--- config.mk ---
export PLATFORM = sky130hd
export DESIGN_NAME = indexed_list_engine
export DESIGN_NICKNAME = d
export VERILOG_FILES = /design/src/rtl/core/ile_pkg.sv /design/src/rtl/core/ile_store.sv /design/src/rtl/core/ile_seq.sv /design/src/rtl/core/indexed_list_engine.sv
export SDC_FILE = /design/constraint.sdc
export NUM_CORES = 2
export LEC_CHECK = 0
export BUFFER_PORTS_ARGS = -buffer_cell sky130_fd_sc_hd__clkbuf_2
export CORE_MARGIN = 1.5
export CORE_UTILIZATION = 65
export CTS_CLUSTER_SIZE = 24
export DETAILED_ROUTE_END_ITERATION = 8
export PLACE_DENSITY_LB_ADDON = 0.08
export REMOVE_ABC_BUFFERS = 1
export SLEW_MARGIN = 15
export SYNTH_ARGS = -nofsm -noshare
export SYNTH_HDL_FRONTEND = slang
export SYNTH_SLANG_ARGS = --single-unit
--- constraint.sdc ---
create_clock -name clk -period 13.5 [get_ports clk]
set_clock_uncertainty 0.1 [all_clocks]
set_input_delay 2.7 -clock clk [delete_from_list [all_inputs] [get_ports clk]]
set_output_delay 2.7 -clock clk [all_outputs]
set_load 0.02 [all_outputs]
--- src/rtl/core/ile_pkg.sv ---
// ----------------------------------------------------------------------------
// ile_pkg
// Shared widths and codes for the indexed list engine.
// ----------------------------------------------------------------------------
package ile_pkg;

    localparam int CMD_W  = 3;
    localparam int POS_W  = 8;
    localparam int VAL_W  = 32;
    localparam int STAT_W = 2;
    localparam int LEN_W  = 7;

    // command codes
    localparam logic [CMD_W-1:0] CMD_READ = 3'd0;
    localparam logic [CMD_W-1:0] CMD_HEAD = 3'd1;
    localparam logic [CMD_W-1:0] CMD_TAIL = 3'd2;
    localparam logic [CMD_W-1:0] CMD_AT   = 3'd3;
    localparam logic [CMD_W-1:0] CMD_DEL  = 3'd4;

    // status codes
    localparam logic [STAT_W-1:0] ST_DONE  = 2'd0;
    localparam logic [STAT_W-1:0] ST_RANGE = 2'd1;
    localparam logic [STAT_W-1:0] ST_FULL  = 2'd2;

endpackage

--- src/rtl/core/ile_store.sv ---
// ----------------------------------------------------------------------------
// ile_store
// Entry memory: one write port, one read port with registered read data.
// ----------------------------------------------------------------------------
module ile_store #(
    parameter int DEPTH = 64,
    parameter int IDX_W = 6
) (
    input  logic                      clk,
    input  logic                      we,
    input  logic [IDX_W-1:0]          waddr,
    input  logic [ile_pkg::VAL_W-1:0] wdata,
    input  logic                      re,
    input  logic [IDX_W-1:0]          raddr,
    output logic [ile_pkg::VAL_W-1:0] rdata
);
    import ile_pkg::*;

    logic [VAL_W-1:0] mem [DEPTH];

    always_ff @(posedge clk)
    begin
        if (we)
        begin
            mem[waddr] <= wdata;
        end
    end

    always_ff @(posedge clk)
    begin
        if (re)
        begin
            rdata <= mem[raddr];
        end
    end

endmodule

--- src/rtl/core/ile_seq.sv ---
// ----------------------------------------------------------------------------
// ile_seq
// Command sequencer: decodes a transaction, moves entries one at a time
// through the memory port and registers the response.
// ----------------------------------------------------------------------------
module ile_seq #(
    parameter int DEPTH = 64,
    parameter int IDX_W = 6,
    parameter int CNT_W = 7
) (
    input  logic                              clk,
    input  logic                              rst_n,
    input  logic                              cmd_valid,
    output logic                              cmd_ready,
    input  logic [ile_pkg::CMD_W-1:0]         cmd,
    input  logic signed [ile_pkg::POS_W-1:0]  position,
    input  logic signed [ile_pkg::VAL_W-1:0]  item_value,
    output logic                              rsp_valid,
    input  logic                              rsp_ready,
    output logic signed [ile_pkg::VAL_W-1:0]  read_value,
    output logic [ile_pkg::STAT_W-1:0]        status,
    output logic [ile_pkg::LEN_W-1:0]         list_length,
    output logic                              mem_we,
    output logic [IDX_W-1:0]                  mem_waddr,
    output logic [ile_pkg::VAL_W-1:0]         mem_wdata,
    output logic                              mem_re,
    output logic [IDX_W-1:0]                  mem_raddr,
    input  logic [ile_pkg::VAL_W-1:0]         mem_rdata
);
    import ile_pkg::*;

    localparam int CMP_W = (CNT_W > POS_W) ? CNT_W : POS_W;

    typedef enum logic [3:0] {
        S_IDLE,
        S_DECIDE,
        S_RD_DATA,
        S_INS_RD,
        S_INS_WR,
        S_INS_PUT,
        S_DEL_RD,
        S_DEL_WR,
        S_FINISH
    } state_t;

    state_t              state_reg, state_next;
    logic [CMD_W-1:0]    cmd_reg, cmd_next;
    logic [POS_W-1:0]    pos_reg, pos_next;
    logic [VAL_W-1:0]    val_reg, val_next;
    logic [CNT_W-1:0]    count_reg, count_next;
    logic [CNT_W-1:0]    ptr_reg, ptr_next;
    logic [CNT_W-1:0]    target_reg, target_next;
    logic [VAL_W-1:0]    res_val_reg, res_val_next;
    logic [STAT_W-1:0]   res_st_reg, res_st_next;
    logic                rsp_valid_reg, rsp_valid_next;
    logic [VAL_W-1:0]    rsp_val_reg, rsp_val_next;
    logic [STAT_W-1:0]   rsp_st_reg, rsp_st_next;
    logic [LEN_W-1:0]    rsp_len_reg, rsp_len_next;

    logic                pos_neg;
    logic [CMP_W-1:0]    pos_u;
    logic [CMP_W-1:0]    count_u;
    logic                range_bad;
    logic                past_end;
    logic                full;
    logic [CNT_W-1:0]    ptr_dec;
    logic [CNT_W-1:0]    ptr_inc;

    assign pos_neg   = pos_reg[POS_W-1];
    assign pos_u     = CMP_W'(pos_reg[POS_W-2:0]);
    assign count_u   = CMP_W'(count_reg);
    assign range_bad = pos_neg || (pos_u >= count_u);
    assign past_end  = !pos_neg && (pos_u > count_u);
    assign full      = (count_reg == CNT_W'(DEPTH));
    assign ptr_dec   = ptr_reg - CNT_W'(1);
    assign ptr_inc   = ptr_reg + CNT_W'(1);

    assign cmd_ready   = (state_reg == S_IDLE);
    assign rsp_valid   = rsp_valid_reg;
    assign read_value  = rsp_val_reg;
    assign status      = rsp_st_reg;
    assign list_length = rsp_len_reg;

    always_comb
    begin
        state_next     = state_reg;
        cmd_next       = cmd_reg;
        pos_next       = pos_reg;
        val_next       = val_reg;
        count_next     = count_reg;
        ptr_next       = ptr_reg;
        target_next    = target_reg;
        res_val_next   = res_val_reg;
        res_st_next    = res_st_reg;
        rsp_valid_next = rsp_valid_reg;
        rsp_val_next   = rsp_val_reg;
        rsp_st_next    = rsp_st_reg;
        rsp_len_next   = rsp_len_reg;
        mem_we         = 1'b0;
        mem_waddr      = ptr_reg[IDX_W-1:0];
        mem_wdata      = mem_rdata;
        mem_re         = 1'b0;
        mem_raddr      = ptr_dec[IDX_W-1:0];

        if (rsp_valid_reg && rsp_ready)
        begin
            rsp_valid_next = 1'b0;
        end

        case (state_reg)
            S_IDLE:
            begin
                if (cmd_valid)
                begin
                    cmd_next     = cmd;
                    pos_next     = position;
                    val_next     = item_value;
                    res_val_next = '0;
                    res_st_next  = ST_DONE;
                    state_next   = S_DECIDE;
                end
            end
            S_DECIDE:
            begin
                ptr_next = count_reg;
                case (cmd_reg)
                    CMD_READ:
                    begin
                        if (range_bad)
                        begin
                            res_val_next = '1;
                            res_st_next  = ST_RANGE;
                            state_next   = S_FINISH;
                        end
                        else
                        begin
                            mem_re     = 1'b1;
                            mem_raddr  = IDX_W'(pos_u);
                            state_next = S_RD_DATA;
                        end
                    end
                    CMD_HEAD:
                    begin
                        if (full)
                        begin
                            res_st_next = ST_FULL;
                            state_next  = S_FINISH;
                        end
                        else
                        begin
                            target_next = '0;
                            state_next  = S_INS_RD;
                        end
                    end
                    CMD_TAIL:
                    begin
                        if (full)
                        begin
                            res_st_next = ST_FULL;
                            state_next  = S_FINISH;
                        end
                        else
                        begin
                            target_next = count_reg;
                            state_next  = S_INS_RD;
                        end
                    end
                    CMD_AT:
                    begin
                        // past-the-end check takes priority over full
                        if (past_end)
                        begin
                            res_st_next = ST_RANGE;
                            state_next  = S_FINISH;
                        end
                        else if (full)
                        begin
                            res_st_next = ST_FULL;
                            state_next  = S_FINISH;
                        end
                        else
                        begin
                            target_next = pos_neg ? '0 : CNT_W'(pos_u);
                            state_next  = S_INS_RD;
                        end
                    end
                    CMD_DEL:
                    begin
                        if (range_bad)
                        begin
                            res_st_next = ST_RANGE;
                            state_next  = S_FINISH;
                        end
                        else
                        begin
                            ptr_next   = CNT_W'(pos_u);
                            state_next = S_DEL_RD;
                        end
                    end
                    default:
                    begin
                        state_next = S_FINISH;
                    end
                endcase
            end
            S_RD_DATA:
            begin
                res_val_next = mem_rdata;
                state_next   = S_FINISH;
            end
            // insert: walk down from the tail, copying each entry up by one
            S_INS_RD:
            begin
                if (ptr_reg == target_reg)
                begin
                    state_next = S_INS_PUT;
                end
                else
                begin
                    mem_re     = 1'b1;
                    mem_raddr  = ptr_dec[IDX_W-1:0];
                    state_next = S_INS_WR;
                end
            end
            S_INS_WR:
            begin
                mem_we     = 1'b1;
                mem_waddr  = ptr_reg[IDX_W-1:0];
                mem_wdata  = mem_rdata;
                ptr_next   = ptr_dec;
                state_next = S_INS_RD;
            end
            S_INS_PUT:
            begin
                mem_we     = 1'b1;
                mem_waddr  = target_reg[IDX_W-1:0];
                mem_wdata  = val_reg;
                count_next = count_reg + CNT_W'(1);
                state_next = S_FINISH;
            end
            // delete: walk up from the gap, copying each entry down by one
            S_DEL_RD:
            begin
                if (ptr_inc >= count_reg)
                begin
                    count_next = count_reg - CNT_W'(1);
                    state_next = S_FINISH;
                end
                else
                begin
                    mem_re     = 1'b1;
                    mem_raddr  = ptr_inc[IDX_W-1:0];
                    state_next = S_DEL_WR;
                end
            end
            S_DEL_WR:
            begin
                mem_we     = 1'b1;
                mem_waddr  = ptr_reg[IDX_W-1:0];
                mem_wdata  = mem_rdata;
                ptr_next   = ptr_inc;
                state_next = S_DEL_RD;
            end
            S_FINISH:
            begin
                // hold until the response register is free
                if (!rsp_valid_reg || rsp_ready)
                begin
                    rsp_valid_next = 1'b1;
                    rsp_val_next   = res_val_reg;
                    rsp_st_next    = res_st_reg;
                    rsp_len_next   = LEN_W'(count_reg);
                    state_next     = S_IDLE;
                end
            end
            default:
            begin
                state_next = S_IDLE;
            end
        endcase
    end

    always_ff @(posedge clk or negedge rst_n)
    begin
        if (!rst_n)
        begin
            state_reg     <= S_IDLE;
            count_reg     <= '0;
            rsp_valid_reg <= 1'b0;
            cmd_reg       <= '0;
            pos_reg       <= '0;
            val_reg       <= '0;
            ptr_reg       <= '0;
            target_reg    <= '0;
            res_val_reg   <= '0;
            res_st_reg    <= ST_DONE;
            rsp_val_reg   <= '0;
            rsp_st_reg    <= ST_DONE;
            rsp_len_reg   <= '0;
        end
        else
        begin
            state_reg     <= state_next;
            count_reg     <= count_next;
            rsp_valid_reg <= rsp_valid_next;
            cmd_reg       <= cmd_next;
            pos_reg       <= pos_next;
            val_reg       <= val_next;
            ptr_reg       <= ptr_next;
            target_reg    <= target_next;
            res_val_reg   <= res_val_next;
            res_st_reg    <= res_st_next;
            rsp_val_reg   <= rsp_val_next;
            rsp_st_reg    <= rsp_st_next;
            rsp_len_reg   <= rsp_len_next;
        end
    end

endmodule

--- src/rtl/core/indexed_list_engine.sv ---
// Ordered list of up to DEPTH signed 32-bit entries held in a single-port-pair
// memory. A command transaction is taken only while the engine is idle and
// yields one response. Insert and delete move every entry between the index
// and the tail, one entry per read/write pair (head inserts at index 0, tail
// at the length). The last state waits while the previous response has not
// yet been taken.
// The response is registered, so a new command is accepted while the previous
// response still waits to be taken.
// ----------------------------------------------------------------------------
// indexed_list_engine
// Top level: command sequencer plus entry memory.
// ----------------------------------------------------------------------------
module indexed_list_engine #(
    parameter int DEPTH = 64
) (
    input  logic                              clk,
    input  logic                              rst_n,
    input  logic                              cmd_valid,
    output logic                              cmd_ready,
    input  logic [ile_pkg::CMD_W-1:0]         cmd,
    input  logic signed [ile_pkg::POS_W-1:0]  position,
    input  logic signed [ile_pkg::VAL_W-1:0]  item_value,
    output logic                              rsp_valid,
    input  logic                              rsp_ready,
    output logic signed [ile_pkg::VAL_W-1:0]  read_value,
    output logic [ile_pkg::STAT_W-1:0]        status,
    output logic [ile_pkg::LEN_W-1:0]         list_length
);
    import ile_pkg::*;

    localparam int IDX_W = $clog2(DEPTH);
    localparam int CNT_W = $clog2(DEPTH + 1);

    logic               mem_we;
    logic [IDX_W-1:0]   mem_waddr;
    logic [VAL_W-1:0]   mem_wdata;
    logic               mem_re;
    logic [IDX_W-1:0]   mem_raddr;
    logic [VAL_W-1:0]   mem_rdata;

    ile_seq #(
        .DEPTH (DEPTH),
        .IDX_W (IDX_W),
        .CNT_W (CNT_W)
    ) u_seq (
        .clk         (clk),
        .rst_n       (rst_n),
        .cmd_valid   (cmd_valid),
        .cmd_ready   (cmd_ready),
        .cmd         (cmd),
        .position    (position),
        .item_value  (item_value),
        .rsp_valid   (rsp_valid),
        .rsp_ready   (rsp_ready),
        .read_value  (read_value),
        .status      (status),
        .list_length (list_length),
        .mem_we      (mem_we),
        .mem_waddr   (mem_waddr),
        .mem_wdata   (mem_wdata),
        .mem_re      (mem_re),
        .mem_raddr   (mem_raddr),
        .mem_rdata   (mem_rdata)
    );

    ile_store #(
        .DEPTH (DEPTH),
        .IDX_W (IDX_W)
    ) u_store (
        .clk   (clk),
        .we    (mem_we),
        .waddr (mem_waddr),
        .wdata (mem_wdata),
        .re    (mem_re),
        .raddr (mem_raddr),
        .rdata (mem_rdata)
    );

endmodule

==> flow_summary_export.csv <==
group,metric,value,unit
run,maxCapViolCount,0,
synth,synth-edff-count,2080,
layout,synthToLayoutAreaGrowth,11.25,%
clocking,clk_latency,0.84,ns
global_route,grt_pass1_wl,365200,um
critical_path,start_kind,"flop",
placed_design,io_buffers,89,
clocking,cts_resized,0,
layout,regArea,0.06606,sq mm
placed_design,placed_cells,7850,
synth,ys_warn_count,0,
clocking,clk_path_buf_depth,3,
critical_path,critPathMaxFanout,67,
clocking,numCtsBuffers,211,
timing,period_minus_slack,6.979,ns
routing,drt-initial-drc-count,8814,
global_route,grt.overflow.total,0,
floorplanning,die_h,372.6,um
power,p_clk_share,23.4,%
critical_path,cpPeakStageDelay,0.89,ns
critical_path,cp_data_required_time,13.99,ns
timing,fmax,143.3,MHz
worst_hold_path,hold_path.class,"reg -> reg",
timing,post-route-period-util,51.69,%
floorplanning,ioPinCount,90,
synth,syn_area,0.08881,sq mm
critical_path,slowest_stage,"nand4_4",
timing,hold_viol,0,
timing,setup_slack,6.521,ns
routing,routedWlPerCell,30.69,um
synth,synthDistinctLibCells,77,
critical_path,end_kind,"flop",
critical_path,path_delay_family,"simple AND/OR/NAND/NOR gates",
critical_path,setup.worst_path.class,"reg -> reg",
global_route,grt_use_total,36.36,%
layout,drive_gt1_share,14.19,%
global_route,grt_pass1_vias,53451,
routing,viasPerCell,6.780,
clocking,hold_buffers,0,
routing,wl,253300,um
routing,final_antenna_net_count,0,
floorplanning,design.die.area,0.1389,sq mm
clocking,clock-root-buffer,"clkbuf_16",
power,powerDensity,254.5,mW/mm^2
floorplanning,fp.dieW,372.6,um
power,cellLeakagePower,33.17,nW
floorplanning,core-area,0.1355,sq mm
layout,multiInputGateArea,0.02161,sq mm
synth,synth-seq-area-share,74.39,%
critical_path,cp.arrival,7.47,ns
layout,nNetsFinal,6354,
timing,hold_slack,0.3758,ns
global_route,antenna_found_initial,7,
synth,synth_area_leaders,"edfxtp_1, nand2_1, dfrtp_1",
clocking,cts_tree,"built",
placed_design,placed_cell_area,0.09184,sq mm
layout,top_register,"u_store.mem",
power,power_frac_seq,36.9,%
global_route,grt_max_degree,163,
timing,timing.slew.headroom,26.66,%
layout,instances_no_fill,8255,
outcome,status,"complete, no violations",
routing,vias,55969,
placed_design,place_ws,6.603,ns
power,p_switching,10.01,mW
power,power,25.14,mW
timing,maxSlewViolCount,0,
clocking,clk_pin_slew,0.07,ns
power,switching_share,39.80,%
floorplanning,start_util,65.56,%
critical_path,r2r_start,"u_seq.ptr_reg[0]",
routing,drc,0,
critical_path,path_cells,"ha_1 > nand3_1 > nor2_1 > xnor2_1 > ha_1 > and2_1 > a221oi_1 > a21boi_2 > a21oi_2 > o31ai_4 > buf_4 > and2_4 > buf_4 > nand4_4 > a21oi_1 > a2111oi_0 > and4_1",
synth,synth_top_flop_cell,"edfxtp_1",
synth,synth-seq-cells,2224,
power,vdd_drop_max,0.3513,mV
placed_design,gp_congestion,0.8807,
layout,final_area,0.09880,sq mm
critical_path,cp_num_buf_inv,2,
synth,postSynthAreaPerCell,14.31,sq um
synth,synth_cells,6206,
power,combPwrFrac,39.6,%
worst_hold_path,hold_start,"u_seq.res_val_reg[25]",
clocking,clock_sinks,2224,
routing,drt-pass1-iter-count,8,
layout,largest_reg_flops,2048,
placed_design,hpwl,137400,um
timing,setup_viol,0,
critical_path,cp-startpoint,"u_seq.ptr_reg[0]",
layout,fillers,8390,
clocking,post-cts-setup-buffers,0,
clocking,cts.htree.levels,4,
synth,ys_async_sr_fraction,6.475,%
synth,synth_top_area_share,70.33,%
timing,rsz0062_at_grt,"false",
power,p_int,15.13,mW
synth,synth_top_area_cell,"edfxtp_1",
floorplanning,placementRows,135,
timing,worst_slew_pin_slew,1.090,ns
-- worst paths after layout --
check	end	slack, ns	cells after the start
max reg2reg	u_store.rdata[5]	6.52	17
min	u_seq.read_value[25]	0.38	1
max in group asynchronous	u_seq.read_value[15]	10.04	2
min in group asynchronous	u_seq.read_value[25]	1.93	1
max	u_store.rdata[5]	6.52	17
min reg2reg	u_seq.read_value[25]	0.38	1
-- cells in the final DEF, fill, tap and decap left out, types with 7 or more instances in the layout --
master         n
inv_1         18
clkinvlp_4     8
o22ai_1       36
or2_2          7
a22oi_1       71
nor2_1        61
clkbuf_1      56
buf_4        169
a32o_1        31
a211oi_1      32
mux2i_1       53
a2111oi_0     32
a21oi_1      439
mux4_2       128
clkbuf_16    212
o32ai_1       32
nor2_4        67
clkbuf_8      14
o21ai_0       95
bufinv_16     19
clkinv_2      31
buf_12        11
clkbuf_2      88
nand3_1      646
xnor2_1       16
clkinv_1      43
and4_1        94
edfxtp_1    2080
nor2b_1       12
a21boi_1      29
nand2b_1       7
nor4_1        30
nand2_1     1396
nand3b_1       7
dfrtp_1      144
mux2_2       110
nand4_1        7
ha_1          21
-- cells by family (layout without fill, tap and decap cells) --
group	Yosys count	count (layout)	share of synthesized area [%]
compound gates	850	850	5.943
xor+xnor	21	21	0.2071
fa+ha+maj	22	22	0.3184
buf+inv	421	684	2.037
flops	2224	2224	74.39
mux	292	292	5.251
other cells	0	5	0
simple gates	2376	2376	11.85
-- synth_stat cells (all sizes together), types with 37 or more instances --
| library cell | n |
|---|---|
| and4 | 94 |
| o22ai | 37 |
| o21ai | 95 |
| mux4 | 128 |
| a21oi | 441 |
| a22oi | 71 |
| nand2 | 1399 |
| mux2i | 53 |
| mux2 | 111 |
| buf | 172 |
| dfrtp | 144 |
| clkbuf | 231 |
| edfxtp | 2080 |
| nand3 | 646 |
| nor2 | 130 |
-- worst register-to-register path: stages (launching register included) --
cell	delay [ns]
dfrtp_1	0.62
ha_1	0.27
nand3_1	0.13
nor2_1	0.21
xnor2_1	0.17
ha_1	0.28
and2_1	0.17
a221oi_1	0.28
a21boi_2	0.30
a21oi_2	0.16
o31ai_4	0.26
buf_4	0.62
and2_4	0.60
buf_4	0.80
nand4_4	0.90
a21oi_1	0.50
a2111oi_0	0.14
and4_1	0.23
-- cell type report --
cell class,count,area share (%)
Sequential cell,2224,66.87
Multi-Input combinational cell,3561,21.87
Clock buffer,282,5.777
Tap cell,1781,2.255
Timing Repair Buffer,269,1.964
Clock inverter,115,1.185
Inverter,18,0.06838
Antenna cell,5,0.01266
-- per-stage QoR --
step                      TNS [ns]  util, %
after floorplan             -63.92        -
after global placement           0    67.78
after detailed placement         0    67.79
after CTS                        0    72.87
after global routing             0    72.93
final                            0    72.93
-- layer usage --
metal  vias up  GRT usage (%)  wire, um
met5         -              0        36
met4         6          17.44     12960
met3       576          7.719     30700
met2      3988          55.24    116800
met1     27846          50.98     92760
li1      23553              -         -
-- power by group through the flow --
stage / sequential, mW / clock [mW] / combinational (mW)
after CTS: 9.27 / 5.90 / 9.80
after global placement: 9.40 / 0 / 9.58
after detailed placement: 9.41 / 0 / 9.74
after global routing: 9.31 / 6.17 / 10.5
final: 9.29 / 5.88 / 9.97
after floorplan: 9.33 / 0 / 7.39
Note: power is estimated with default switching activity, not from simulation.
